[src/rtl/cbfe_pkg.sv]
// Shared types and constants for the complemented byte frame encoder.
package cbfe_pkg;

  localparam logic [7:0] PreambleA = 8'h55;
  localparam logic [7:0] PreambleB = 8'hFF;
  localparam logic [7:0] PreambleC = 8'h00;

  // One classified message byte as it waits in the queue.
  typedef struct packed {
    logic [7:0] data_byte;
    logic       is_command;
    logic       is_last;
    logic [7:0] sum;
  } cbfe_item_t;

  // Byte slot that the back end emits next for the head item.
  typedef enum logic [2:0] {
    ST_FIRST,
    ST_PRE_B,
    ST_PRE_C,
    ST_DATA,
    ST_COMP,
    ST_SUM,
    ST_SUMC
  } cbfe_state_e;

  // Queue status seen by the front end and the top level.
  typedef struct packed {
    logic full;
    logic empty;
  } cbfe_q_stat_t;

endpackage

[src/rtl/cbfe_front.sv]
// Front end: accepts message bytes, keeps the running sum and queues items.
module cbfe_front (
  input  logic                clk_i,
  input  logic                rst_ni,
  input  logic                s_axis_tvalid,
  output logic                s_axis_tready,
  input  logic [7:0]          s_axis_tdata,
  input  logic                s_axis_tuser,
  input  logic                s_axis_tlast,
  input  cbfe_pkg::cbfe_q_stat_t q_stat_i,
  output logic                push_o,
  output cbfe_pkg::cbfe_item_t push_item_o
);
  import cbfe_pkg::*;

  logic [7:0] sum_q, sum_d;

  assign s_axis_tready = !q_stat_i.full;
  assign push_o        = s_axis_tvalid && s_axis_tready;

  // A command restarts the sum; a parameter adds into it modulo 256.
  assign sum_d = s_axis_tuser ? s_axis_tdata : 8'(sum_q + s_axis_tdata);

  always_ff @(posedge clk_i or negedge rst_ni) begin
    if (!rst_ni) begin
      sum_q <= '0;
    end else if (push_o) begin
      sum_q <= sum_d;
    end
  end

  always_comb begin
    push_item_o.data_byte  = s_axis_tdata;
    push_item_o.is_command = s_axis_tuser;
    push_item_o.is_last    = s_axis_tlast;
    push_item_o.sum        = sum_d;
  end

endmodule

[src/rtl/cbfe_queue.sv]
// Small register queue between the front end and the back end.
module cbfe_queue #(
  parameter int unsigned Depth = 2
) (
  input  logic                clk_i,
  input  logic                rst_ni,
  input  logic                push_i,
  input  cbfe_pkg::cbfe_item_t push_item_i,
  input  logic                pop_i,
  output cbfe_pkg::cbfe_item_t head_item_o,
  output cbfe_pkg::cbfe_q_stat_t stat_o,
  output logic [$clog2(Depth+1)-1:0] count_o
);
  import cbfe_pkg::*;

  localparam int unsigned PtrW = (Depth > 1) ? $clog2(Depth) : 1;
  localparam int unsigned CntW = $clog2(Depth + 1);
  localparam logic [PtrW-1:0] LastPtr = PtrW'(Depth - 1);

  cbfe_item_t          mem_q [Depth];
  logic [PtrW-1:0]     wr_ptr_q, rd_ptr_q;
  logic [CntW-1:0]     cnt_q;

  always_ff @(posedge clk_i) begin
    if (push_i) begin
      mem_q[wr_ptr_q] <= push_item_i;
    end
  end

  always_ff @(posedge clk_i or negedge rst_ni) begin
    if (!rst_ni) begin
      wr_ptr_q <= '0;
      rd_ptr_q <= '0;
      cnt_q    <= '0;
    end else begin
      if (push_i) begin
        wr_ptr_q <= (wr_ptr_q == LastPtr) ? '0 : wr_ptr_q + 1'b1;
      end
      if (pop_i) begin
        rd_ptr_q <= (rd_ptr_q == LastPtr) ? '0 : rd_ptr_q + 1'b1;
      end
      if (push_i && !pop_i) begin
        cnt_q <= cnt_q + 1'b1;
      end else if (pop_i && !push_i) begin
        cnt_q <= cnt_q - 1'b1;
      end
    end
  end

  assign head_item_o  = mem_q[rd_ptr_q];
  assign stat_o.full  = (cnt_q == CntW'(Depth));
  assign stat_o.empty = (cnt_q == '0);
  assign count_o      = cnt_q;

endmodule

[src/rtl/cbfe_back.sv]
// Back end: walks the byte slots of the head item and drives the output register.
module cbfe_back (
  input  logic                clk_i,
  input  logic                rst_ni,
  input  cbfe_pkg::cbfe_item_t head_item_i,
  input  logic                head_valid_i,
  output logic                pop_o,
  output logic                m_axis_tvalid,
  input  logic                m_axis_tready,
  output logic [7:0]          m_axis_tdata,
  output logic                m_axis_tlast
);
  import cbfe_pkg::*;

  cbfe_state_e state_q, state_d;
  logic        load;
  logic [7:0]  byte_val;
  logic        byte_end;
  logic        tvalid_q;
  logic [7:0]  tdata_q;
  logic        tlast_q;

  // The output register takes a new beat when an item waits and the register is empty or being drained.
  assign load = head_valid_i && (!tvalid_q || m_axis_tready);

  always_comb begin
    state_d = state_q;
    if (load) begin
      unique case (state_q)
        ST_FIRST: state_d = head_item_i.is_command ? ST_PRE_B : ST_COMP;
        ST_PRE_B: state_d = ST_PRE_C;
        ST_PRE_C: state_d = ST_DATA;
        ST_DATA:  state_d = ST_COMP;
        ST_COMP:  state_d = head_item_i.is_last ? ST_SUM : ST_FIRST;
        ST_SUM:   state_d = ST_SUMC;
        ST_SUMC:  state_d = ST_FIRST;
        default:  state_d = ST_FIRST;
      endcase
    end
  end

  always_comb begin
    byte_end = 1'b0;
    pop_o    = 1'b0;
    unique case (state_q)
      ST_FIRST: byte_val = head_item_i.is_command ? PreambleA : head_item_i.data_byte;
      ST_PRE_B: byte_val = PreambleB;
      ST_PRE_C: byte_val = PreambleC;
      ST_DATA:  byte_val = head_item_i.data_byte;
      ST_COMP: begin
        byte_val = ~head_item_i.data_byte;
        pop_o    = load && !head_item_i.is_last;
      end
      ST_SUM:   byte_val = head_item_i.sum;
      ST_SUMC: begin
        byte_val = ~head_item_i.sum;
        byte_end = 1'b1;
        pop_o    = load;
      end
      default:  byte_val = '0;
    endcase
  end

  always_ff @(posedge clk_i or negedge rst_ni) begin
    if (!rst_ni) begin
      state_q  <= ST_FIRST;
      tvalid_q <= 1'b0;
    end else begin
      state_q <= state_d;
      if (load) begin
        tvalid_q <= 1'b1;
      end else if (m_axis_tready) begin
        tvalid_q <= 1'b0;
      end
    end
  end

  always_ff @(posedge clk_i) begin
    if (load) begin
      tdata_q <= byte_val;
      tlast_q <= byte_end;
    end
  end

  assign m_axis_tvalid = tvalid_q;
  assign m_axis_tdata  = tdata_q;
  assign m_axis_tlast  = tlast_q;

endmodule

[src/rtl/complemented_byte_frame_encoder_unit.sv]
// Top level of the complemented byte frame encoder with sum checksum.
//
//  Channel   Dir  tdata (low bit up)   tuser        tlast
//  s_axis    in   data_byte[7:0]       is_command   is_last
//  m_axis    out  out_byte[7:0]        (none)       frame_end
//
// One beat leaves the single output register per cycle unless the receiver
// stalls or the queue is empty; a parameter byte takes two beats, a parameter
// marked last four, a command five and a command marked last seven.
// The front end accepts a byte in the cycle it arrives as long as the queue
// has room; the queue lets input and output stall independently.
// Reset clears the running sum, the queue pointers and the output valid.
module complemented_byte_frame_encoder_unit #(
  parameter int unsigned QueueDepth = 2
) (
  input  logic       clk_i,
  input  logic       rst_ni,
  input  logic       s_axis_tvalid,
  output logic       s_axis_tready,
  input  logic [7:0] s_axis_tdata,   // [7:0] data_byte
  input  logic       s_axis_tuser,   // [0] is_command
  input  logic       s_axis_tlast,
  output logic       m_axis_tvalid,
  input  logic       m_axis_tready,
  output logic [7:0] m_axis_tdata,   // [7:0] out_byte
  output logic       m_axis_tlast
);
  import cbfe_pkg::*;

  localparam int unsigned CntW = $clog2(QueueDepth + 1);

  logic          push, pop;
  cbfe_item_t    push_item, head_item;
  cbfe_q_stat_t  q_stat;
  logic [CntW-1:0] q_count;

  // The front end classifies each byte and folds it into the running sum, so
  // every queued item already carries the checksum valid after that byte.
  cbfe_front u_front (
    .clk_i         (clk_i),
    .rst_ni        (rst_ni),
    .s_axis_tvalid (s_axis_tvalid),
    .s_axis_tready (s_axis_tready),
    .s_axis_tdata  (s_axis_tdata),
    .s_axis_tuser  (s_axis_tuser),
    .s_axis_tlast  (s_axis_tlast),
    .q_stat_i      (q_stat),
    .push_o        (push),
    .push_item_o   (push_item)
  );

  cbfe_queue #(
    .Depth (QueueDepth)
  ) u_queue (
    .clk_i       (clk_i),
    .rst_ni      (rst_ni),
    .push_i      (push),
    .push_item_i (push_item),
    .pop_i       (pop),
    .head_item_o (head_item),
    .stat_o      (q_stat),
    .count_o     (q_count)
  );

  // The back end expands the head item into preamble (commands only), byte,
  // complement and optional checksum pair, one beat per cycle unless stalled.
  cbfe_back u_back (
    .clk_i         (clk_i),
    .rst_ni        (rst_ni),
    .head_item_i   (head_item),
    .head_valid_i  (!q_stat.empty),
    .pop_o         (pop),
    .m_axis_tvalid (m_axis_tvalid),
    .m_axis_tready (m_axis_tready),
    .m_axis_tdata  (m_axis_tdata),
    .m_axis_tlast  (m_axis_tlast)
  );

`ifndef SYNTHESIS
  a_no_push_when_full: assert property (@(posedge clk_i) disable iff (!rst_ni)
    push |-> (q_count != CntW'(QueueDepth)))
    else $error("queue written while full");

  a_no_pop_when_empty: assert property (@(posedge clk_i) disable iff (!rst_ni)
    pop |-> (q_count != '0))
    else $error("queue read while empty");

  a_push_fills_queue: assert property (@(posedge clk_i) disable iff (!rst_ni)
    push |=> (q_count != '0))
    else $error("accepted byte missing from queue");
`endif

endmodule
[config.mk]
export PLATFORM = sky130hd
export DESIGN_NAME = complemented_byte_frame_encoder_unit
export DESIGN_NICKNAME = d
export VERILOG_FILES = /design/src/rtl/cbfe_pkg.sv /design/src/rtl/cbfe_front.sv /design/src/rtl/cbfe_queue.sv /design/src/rtl/cbfe_back.sv /design/src/rtl/complemented_byte_frame_encoder_unit.sv
export SDC_FILE = /design/constraint.sdc
export NUM_CORES = 1
export LEC_CHECK = 0
export ABC_AREA = 0
export BUFFER_PORTS_ARGS = -buffer_cell sky130_fd_sc_hd__buf_2
export CAP_MARGIN = 25
export CELL_PAD_IN_SITES_DETAIL_PLACEMENT = 1
export CELL_PAD_IN_SITES_GLOBAL_PLACEMENT = 1
export CORE_UTILIZATION = 36
export CTS_CLUSTER_SIZE = 16
export DETAILED_ROUTE_END_ITERATION = 10
export PLACE_DENSITY = 0.65
export SLEW_MARGIN = 20
export SYNTH_ARGS = -nofsm -noshare
export SYNTH_HDL_FRONTEND = slang
export SYNTH_HIERARCHICAL = 1
export SYNTH_SLANG_ARGS = --single-unit
[constraint.sdc]
create_clock -name clk_i -period 7.1 [get_ports clk_i]
set_input_delay 0 -clock clk_i [delete_from_list [all_inputs] [get_ports clk_i]]
set_output_delay 0 -clock clk_i [all_outputs]
set_load 0.05 [all_outputs]
==> results.txt <==
* Final number of max-transition violations: 0
- The count of nets left with antenna violations once routing finished came out at 0.
- Setup WS post-layout: 4.63 ns
- The synthesized netlist contains 61 unique library cells.
- Via count of the first global-routing pass: 2237
- In this run the most used layer during global routing was met2.
* Number of enable-type register cells in the synthesized netlist: 45
* Data required, critical path: 7.05 ns
- The count of endpoints failing hold in the final timing report is 0.
- CTS Buffer Depth: 2
- The first TritonRoute pass finished after 4 iterations.
- Fraction of final layout cells sized beyond drive strength 1: 26.9%
* Row count: 35
* Worst slew pin tran: 0.908 ns
- Clock tree skew after final layout: 0.0120 ns
* DP Area: 3540 um2
- Summing over every cut layer, the via total after detailed routing is 2232.
- Layout overhead on the synthesized area: 12.2%
- The die is 99.9 um tall.
* HPWL after DPL: 5240 um
* Cell leakage power: 1.49 nW
- Leaving out fill and tap cells, the most frequent cell in the layout is edfxtp_1.
* Final net count: 327
* WP data arrival: 2.42 ns
- Via-to-Cell Ratio: 5.10
- Hold timing on the final database bottoms out at a slack of 0.100 ns.
- Routability-driven placement finished with a final weighted congestion of 0.765.
* Average wire per cell in the routed design: 16.7 um
- Internal reg-to-reg setup slack: 4.63 ns
- In the routed design, unresolved DRC markers number 0.
- Based on the critical path, the design can be clocked at up to 0.405 GHz.
- STA classifies the critical path startpoint as a flip-flop.
- Number of buffers created by CTS: 9
- Setup violations remaining at the end of the flow were counted as 0.
- The critical path in this run is classified as flip-flop to flip-flop.
- Final Routed Wirelength: 7330 um
- For this configuration, the core starts out at a cell density of 37.2%.
- Entering global routing, the biggest net connects 24 pins.
- Measured against its own limit, the worst slew margin works out to 39.5%.
- First-pass GRT wire length: 11900 um
- The floorplan step set the die width to 99.9 um.
* Hold buffer count at CTS: 10
* Total routing usage reported by global routing: 15.9%
- The mapped netlist covers 3450 um2.
- Excluding fillers, the count of instances in the completed layout stands at 438.
- Global routing used 25.5% of the available met2 tracks.
- Setup total negative slack: 0 ns
- CTS placed an instance of clkbuf_8 at the clock tree root.
* Synth Instances: 284
- The run finished with clean final reports.
* Clock insertion delay at the later pin of the skew report: 0.33 ns
* Antenna diodes: 0
- # placed instances: 412
- At the placement stage, the worst setup path has a slack of 4.65 ns.
* IO buf count: 24
* Synthesized area per cell: 12.2 um2
* I/O Pins: 25
- The H-tree was split into 3 levels.
- For this run, global-route usage on met1 was measured as 20.6%.
* Number of max-cap violations: 0
- Highest fanout seen on the critical path: 18
* Synth Register Bits: 61
- Hold/Removal Path Class: input pin to flip-flop
- In this run, post-CTS repair resized a total of 0 instances.
- In the finished design, the share of the clock period the worst path needs comes to 34.7%.
- For this run, the leading register cell type out of synthesis is edfxtp_1.
* Post-synthesis async set-or-reset flop share: 26.2%
* Initial antenna violation count: 0
* GR Util met3: 3.20%
- The worst-case IR drop observed on VDD is 0.000164 V.
- Crit. End Element: flip-flop
* Count of yosys warnings during synthesis: 6
- GRT Residual Overflow: 0
- Post-route minimum period: 2.47 ns
- Once the clock tree was built, the setup fixing pass inserted 0 buffers.
* Total Die Area: 9990 um2
- Power per unit of standard cell area: 482 nW/um2
* Setup repair after global routing missed its margin: false
- The library cells used most frequently in the layout, excluding fill and tap cells, are 45 x edfxtp_1, 24 x buf_2, 23 x nand2_1.
* Fraction of the yosys area taken by sequential cells: 50.7%
- Summing all non-filler instances in the final layout gives an area of 3870 um2.
- CTS saw 61 sinks.
- Placeable core region: 9280 um2
* Clock-pin slew on the worst setup and hold paths: 0.07 ns
- TritonCTS built the clock tree.
- Synthesized net count: 307
- In this run, the number of DRC markers left after iteration 0 of detailed routing was 33.
[Yosys cell counts, drive strengths merged, types with 3 or more instances]
cell type	number	share of area (%)
buf	22	5.4
xor2	5	1.3
and2	6	1.2
a221o	4	1.2
o21a	5	1.1
edfxtp	45	39
a21boi	5	1.1
nand2	24	2.7
dfrtp	16	12
clkbuf	4	0.43
a22oi	4	1.4
mux2	21	7.8
nor2	9	0.98
o21bai	3	0.65
nor2b	5	1.3
a21oi	4	0.58
inv	11	1.2
o211ai	4	0.87
o22ai	4	0.72
nand2b	5	0.91
nor3	8	1.2
a211oi	6	1.3
ha	8	2.9
mux2i	5	1.4
or3	3	0.54
o21ai	18	3.3
[sequential cells by signal, indices dropped and copies added, names as in the netlist]
| register | cells |
|---|---|
| u_queue/wr_ptr_q | 1 |
| u_back/m_axis_tlast | 1 |
| u_queue/rd_ptr_q | 1 |
| u_back/state_q | 3 |
| u_back/m_axis_tvalid | 1 |
| u_front/sum_q | 8 |
| u_queue/mem_q | 36 |
| u_back/m_axis_tdata | 8 |
| u_queue/count_o | 2 |
[stage by stage]
step	power, W	utilization, %
2_1_floorplan	0.00136	-
3_3_place_gp	0.00149	38.2
3_5_place_dp	0.00152	38.2
4_1_cts	0.00189	41.7
5_1_grt	0.00199	41.7
6_report	0.00187	41.7
[final timing paths]
path / start / to / depth (start not counted)
setup / recovery: u_queue/count_o[1] / u_queue/mem_q[1][9] / 5
hold / removal: m_axis_tready / u_back/m_axis_tvalid / 3
setup reg to reg: u_queue/count_o[1] / u_queue/mem_q[1][9] / 5
hold reg to reg: u_queue/wr_ptr_q / u_queue/wr_ptr_q / 1
max in group asynchronous: rst_ni / u_front/sum_q[2] / 2
min in group asynchronous: rst_ni / u_back/state_q[0] / 2
[power breakdown]
part           leakage, nW  switching, W  internal, W
Sequential           0.614      0.000121     0.000547
Combinational        0.759      0.000488     0.000349
Clock                0.117      0.000132     0.000232
Total                 1.49      0.000741      0.00113
[layer usage]
metal / share of wire, % / wire, um
met4: 2.2 / 162
met2: 47 / 3430
met5: 0 / 0
met3: 2.5 / 180
met1: 49 / 3560
[cells by family after synthesis]
kind of cell / count (synthesis) / share of synthesized area, %
AOI/OAI and AO/OA: 72 / 16.3
and+or+nand+nor: 72 / 11.5
DFF: 61 / 50.7
buffers and inverters: 37 / 6.99
muxes: 26 / 9.28
adders and majority gates: 9 / 3.48
xor gates and xnor gates: 7 / 1.78
[critical path: stages (launching register included)]
cell and delay [ns]:
dfrtp_1 0.41, nor2b_1 0.14, inv_1 0.08, nand2_1 0.23
inv_1 0.43, and2_1 0.77
[cell type report]
class / count / area, um2
well taps: 129 / 161
clock buffers: 11 / 131
clock inverters: 5 / 100
multi-input cells: 186 / 1460
repair buffers: 35 / 228
inverters: 11 / 41.3
flip-flops and latches: 61 / 1750
fillers: 1021 / 5410
Note: power is estimated with default switching activity, not from simulation.
